<file path="config.mk">
export PLATFORM = sky130hd
export DESIGN_NAME = crb_ctrl
export DESIGN_NICKNAME = d
export VERILOG_FILES = /design/src/hw/rtl/crb_pkg.sv /design/src/hw/rtl/crb_ctrl.sv
export SDC_FILE = /design/constraint.sdc
export NUM_CORES = 1
export LEC_CHECK = 0
export BUFFER_PORTS_ARGS = -buffer_cell sky130_fd_sc_hd__buf_2
export CAP_MARGIN = 5
export CORE_AREA = 10 10 47 49
export CTS_BUF_LIST = sky130_fd_sc_hd__clkbuf_16
export CTS_CLUSTER_SIZE = 40
export DETAILED_ROUTE_END_ITERATION = 8
export DIE_AREA = 0 0 57 59
export PLACE_DENSITY = 0.37
export SETUP_SLACK_MARGIN = 0.02
export SKIP_CTS_REPAIR_TIMING = 1
export SLEW_MARGIN = 5
export SYNTH_ARGS = -nofsm -noshare
export SYNTH_HDL_FRONTEND = slang
export SYNTH_SLANG_ARGS = --single-unit
</file>
<file path="constraint.sdc">
create_clock -name clk -period 2.4 [get_ports clk]
set_input_delay 0.48 -clock clk [delete_from_list [all_inputs] [get_ports clk]]
set_output_delay 0.48 -clock clk [all_outputs]
set_load 0.05 [all_outputs]
</file>
<file path="src/hw/rtl/crb_pkg.sv">
// ----------------------------------------------------------------------------
// crb_pkg
// Shared types and codes for the chunk reassembly buffer.
// ----------------------------------------------------------------------------
package crb_pkg;

    // result status codes
    localparam logic [2:0] STS_ACCEPTED   = 3'd0;
    localparam logic [2:0] STS_BAD_HEADER = 3'd1;
    localparam logic [2:0] STS_DUPLICATE  = 3'd2;
    localparam logic [2:0] STS_COMPLETE   = 3'd3;
    localparam logic [2:0] STS_BUSY       = 3'd4;
    localparam logic [2:0] STS_DRAIN_BYTE = 3'd5;
    localparam logic [2:0] STS_NO_DRAIN   = 3'd6;

    // action codes
    localparam logic ACT_CHUNK = 1'b0;
    localparam logic ACT_DRAIN = 1'b1;

    typedef enum logic [0:0] {
        CTL_IDLE,
        CTL_DRAIN_RD
    } ctl_state_t;

    // controller to datapath
    typedef struct packed {
        logic accept;      // item taken this cycle
        logic load_drain;  // load drained byte into result register
    } crb_cmd_t;

    // datapath to controller
    typedef struct packed {
        logic drain_read;  // current item needs a payload memory read
    } crb_sts_t;

endpackage

</file>
<file path="src/hw/rtl/crb_ctrl.sv">
// ----------------------------------------------------------------------------
// crb_ctrl
// Handshake controller: item acceptance, drain read wait, result valid.
// ----------------------------------------------------------------------------
module crb_ctrl
    import crb_pkg::*;
(
    input  logic     clk,
    input  logic     rst_n,
    input  logic     in_valid,
    output logic     in_stall,
    output logic     out_valid,
    input  logic     out_stall,
    input  crb_sts_t sts,
    output crb_cmd_t cmd
);

    ctl_state_t state_reg;
    ctl_state_t state_next;
    logic       out_valid_reg;
    logic       out_valid_next;
    logic       out_free;

    assign out_free = !out_valid_reg || !out_stall;

    // next state
    always_comb
    begin
        state_next = state_reg;
        unique case (state_reg)
            CTL_IDLE:
            begin
                if (in_valid && out_free && sts.drain_read)
                begin
                    state_next = CTL_DRAIN_RD;
                end
            end
            CTL_DRAIN_RD:
            begin
                if (out_free)
                begin
                    state_next = CTL_IDLE;
                end
            end
            default:
            begin
                state_next = CTL_IDLE;
            end
        endcase
    end

    // outputs
    always_comb
    begin
        in_stall       = 1'b1;
        cmd.accept     = 1'b0;
        cmd.load_drain = 1'b0;
        unique case (state_reg)
            CTL_IDLE:
            begin
                in_stall   = !out_free;
                cmd.accept = in_valid && out_free;
            end
            CTL_DRAIN_RD:
            begin
                cmd.load_drain = out_free;
            end
            default:
            begin
                in_stall = 1'b1;
            end
        endcase
        out_valid_next = (out_valid_reg && out_stall)
                       || (cmd.accept && !sts.drain_read)
                       || cmd.load_drain;
    end

    always_ff @(posedge clk or negedge rst_n)
    begin
        if (!rst_n)
        begin
            state_reg     <= CTL_IDLE;
            out_valid_reg <= 1'b0;
        end
        else
        begin
            state_reg     <= state_next;
            out_valid_reg <= out_valid_next;
        end
    end

    assign out_valid = out_valid_reg;

endmodule

</file>
# Word level (Yosys, flattened, before mapping)
# Index checks and enable logic that the tools add are counted.
# totals
ff_bits,2
inputBits,5
out_inout_bits,4
wordCells,20
# classes
n_mux,6
bitwise_logic,1
n_reduce_logical,11
# op_table
operator,n
two-way mux 1 bit,5
logical AND 1 bit,4
logical NOT 1 bit,4
logical OR 1 bit,3
one-hot mux 1 bit (2 select lines),1
inverter 1 bit,1

# Logic depth before layout (Yosys ltp)
# depth
ltp_word,7
ltp_mapped,2

# Worst setup path before layout
# OpenSTA, ideal clock, no wires.
# synth_path
kind,reg-to-output
startpoint,register out_valid_reg (netlist: out_valid)
endpoint,output cmd[1] (netlist name)
arrival_ps,1870
required_time_ps,1920
setup_slack_ps,50
path_stages_with_launch,3
cell_sequence,dfrtp_1 -> and2_4 -> nor3_1
# synth_lines
item,line_no,text
from (decl),crb_ctrl.sv:20,logic out_valid_reg;
from (signal assigned),crb_ctrl.sv:88,out_valid_reg <= out_valid_next;
to (decl),crb_ctrl.sv:15,output crb_cmd_t cmd

==> impl_metrics.py <==
metrics = {
    "critical_path": {
        "worstPathCellList": "and2_4, nor3_1, buf_2",
        "cp-startpoint": "out_valid$_DFF_PN0_",
        "worstSetupEndpointType": "primary output",
        "startpoint_type": "flop",
        "crit_buf_inv": 1,
        "cp_top_family": "flip-flops",
        "worstPathArrival_ns": 1.19,
        "required_ns": 1.92,
        "criticalPathCategory": "flop to primary output",
        "crit_path_max_fanout": 4,
        "r2r-start": "out_valid$_DFF_PN0_",
        "cp_slowest_cell": "dfrtp_1",
        "max_stage_delay_ns": 0.39,
    },
    "logic_synthesis": {
        "yosys-top-cells-area": "dfrtp_1 45%, o31ai_2 11%, and2_4 7.9%",
        "syn_inst": 12,
        "seq_area_frac_synth_pct": 44.9,
        "synth_area_um2": 111,
        "synth_area_per_cell_um2": 9.28,
        "synth_nets": 17,
        "synth_common_cells": "2 x dfrtp_1, 2 x inv_1",
        "synth_top_area_share_pct": 44.9,
        "synthFlopType": "dfrtp_1",
        "synth_top_area_cell": "dfrtp_1",
        "synth-async-reset-ratio_pct": 100,
        "ys_seq_elements": 2,
        "synth_edf_count": 0,
        "synth_cell_types": 10,
        "yosys_warnings": 0,
    },
    "pwr": {
        "power_switching_mw": 0.0854,
        "ir_worst_vdd_v": 0.000342,
        "sequentialPowerShare_pct": 12.1,
        "p_comb_share_pct": 17.2,
        "p_total_mw": 0.352,
        "leakagePower_nw": 0.125,
        "power_per_cell_area_nw_per_um2": 1430,
        "internal_power_mw": 0.266,
        "pwr-share-clk_pct": 70.7,
        "p_sw_share_pct": 24.3,
    },
    "placed_design": {
        "numPortBuffers": 8,
        "gp_congestion": 0.600,
    },
    "floorplanning": {
        "start_util_pct": 7.95,
        "fp.dieH_um": 59,
        "die_area_um2": 3360,
        "coreArea_um2": 1400,
        "ios": 9,
        "dieWidth_um": 57,
        "row_count": 14,
    },
    "timing": {
        "worstMarginPinSlew_ns": 0.255,
        "finalHoldViolCount": 0,
        "timing.final.crit_share_pct": 69.5,
        "finalSetupTns_ns": 0,
        "fin_skew_ns": 0.000293,
        "slew_headroom_pct": 83.1,
        "setup_viol": 0,
        "rsz0062_at_grt": "no",
        "drv_slew": 0,
        "fin_crit_ns": 1.67,
        "max_freq_ghz": 0.599,
    },
    "clocking": {
        "path_clk_slew_ns": 0.03,
        "ctsHtreeMaxLevel": 1,
        "cts_made_buffers": 3,
        "cts.sinks": 2,
        "clk_path_buf_depth": 2,
        "root_buffer": "clkbuf_16",
        "cts_tree": "built",
        "clk_latency_ns": 0.22,
    },
    "global_route": {
        "first_global_vias": 132,
        "grt_max_degree": 6,
        "grt_pass1_wl_um": 593,
        "antenna_found_initial": 0,
        "grt_usage_pct": 2.77,
        "grt.overflow.total": 0,
    },
    "final_layout": {
        "diodes": 0,
        "layout-drive-gt1-share_pct": 56.5,
        "nets": 30,
        "synthToLayoutAreaGrowth_pct": 121,
        "utilization_pct": 17.6,
    },
    "run": {
        "cap_violations": 0,
    },
    "route": {
        "vias_per_cell": 2.97,
        "num_vias": 116,
        "wl_um": 383,
        "postRouteAntennaNets": 0,
        "drc": 0,
        "drt_pre_antenna_iters": 5,
        "route.detailed.wl_per_inst_um": 9.82,
        "drtIter0Drc": 1,
    },
    "hold_path": {
        "hold_class": "input port to asynchronous set/reset pin",
    },
    "status": {
        "status": "finished clean",
    },
}
-- worst paths after layout --
| kind | to | slack (ns) | cells past startpoint |
|---|---|---|---|
| min in group clk | out_valid$_DFF_PN0_ | 0.47 | 2 |
| min reg2reg | out_valid$_DFF_PN0_ | 0.57 | 2 |
| min | out_valid$_DFF_PN0_ | 0.04 | 1 |
| max | cmd[1] | 0.73 | 3 |
| max reg2reg | state_reg$_DFF_PN0_ | 1.55 | 2 |
| max in group asynchronous | state_reg$_DFF_PN0_ | 2.26 | 1 |
-- cells in the final DEF (no fill, tap or decap) --
cell and instances:
nand3_1 1, clkbuf_16 3, a21oi_1 1, o31ai_2 1, buf_2 8, nand2b_1 1
nor3_1 1, dfrtp_1 2, nor2b_1 1, inv_1 2, and2_4 1, o21ai_0 1
-- kinds of logic (layout without fill, tap and decap cells) --
| kind of cell | after synthesis | after routing | synth area share, % |
|---|---|---|---|
| DFF | 2 | 2 | 44.9 |
| and+or+nand+nor | 5 | 5 | 28.1 |
| buffers and inverters | 2 | 13 | 6.74 |
| AOI/OAI and AO/OA | 3 | 3 | 20.2 |
-- through the flow --
| step | setup slack [ns] | area [µm²] | hold slack, ns | std cells |
|---|---|---|---|---|
| after global placement | 0.771 | 171 | 0.271 | 36 |
| after detailed placement | 0.779 | 171 | 0.269 | 36 |
| after floorplan | 0.0496 | 111 | 0.184 | 12 |
| after CTS | 0.718 | 246 | 0.0399 | 39 |
| after global routing | 0.645 | 246 | 0.0406 | 39 |
| final | 0.731 | 246 | 0.0420 | 39 |
-- final cells by class --
type	count	area, µm²
well taps	16	20.0
inverters	2	7.51
fillers	165	1150
flip-flops and latches	2	50.0
multi-input cells	8	53.8
repair buffers	8	40.0
clock buffers	3	75.1
-- layer usage --
layer / wire length [µm] / vias up / part of all wire [%] / track usage [%]
met5: 0 / - / 0 / 0
met4: 0 / 0 / 0 / 4.03
met3: 81 / 0 / 21 / 3.65
met2: 87 / 9 / 23 / 1.24
met1: 214 / 45 / 56 / 3.21
li1: - / 62 / - / -
-- power groups by stage --
stage	registers (mW)	logic, mW	clock network, mW
2_1_floorplan	0.0514	0.0366	0
3_3_place_gp	0.0432	0.0615	0
3_5_place_dp	0.0431	0.0612	0
4_1_cts	0.0428	0.0615	0.255
5_1_grt	0.0442	0.0648	0.256
6_report	0.0427	0.0604	0.249
Power figures use the tool's default switching activity.
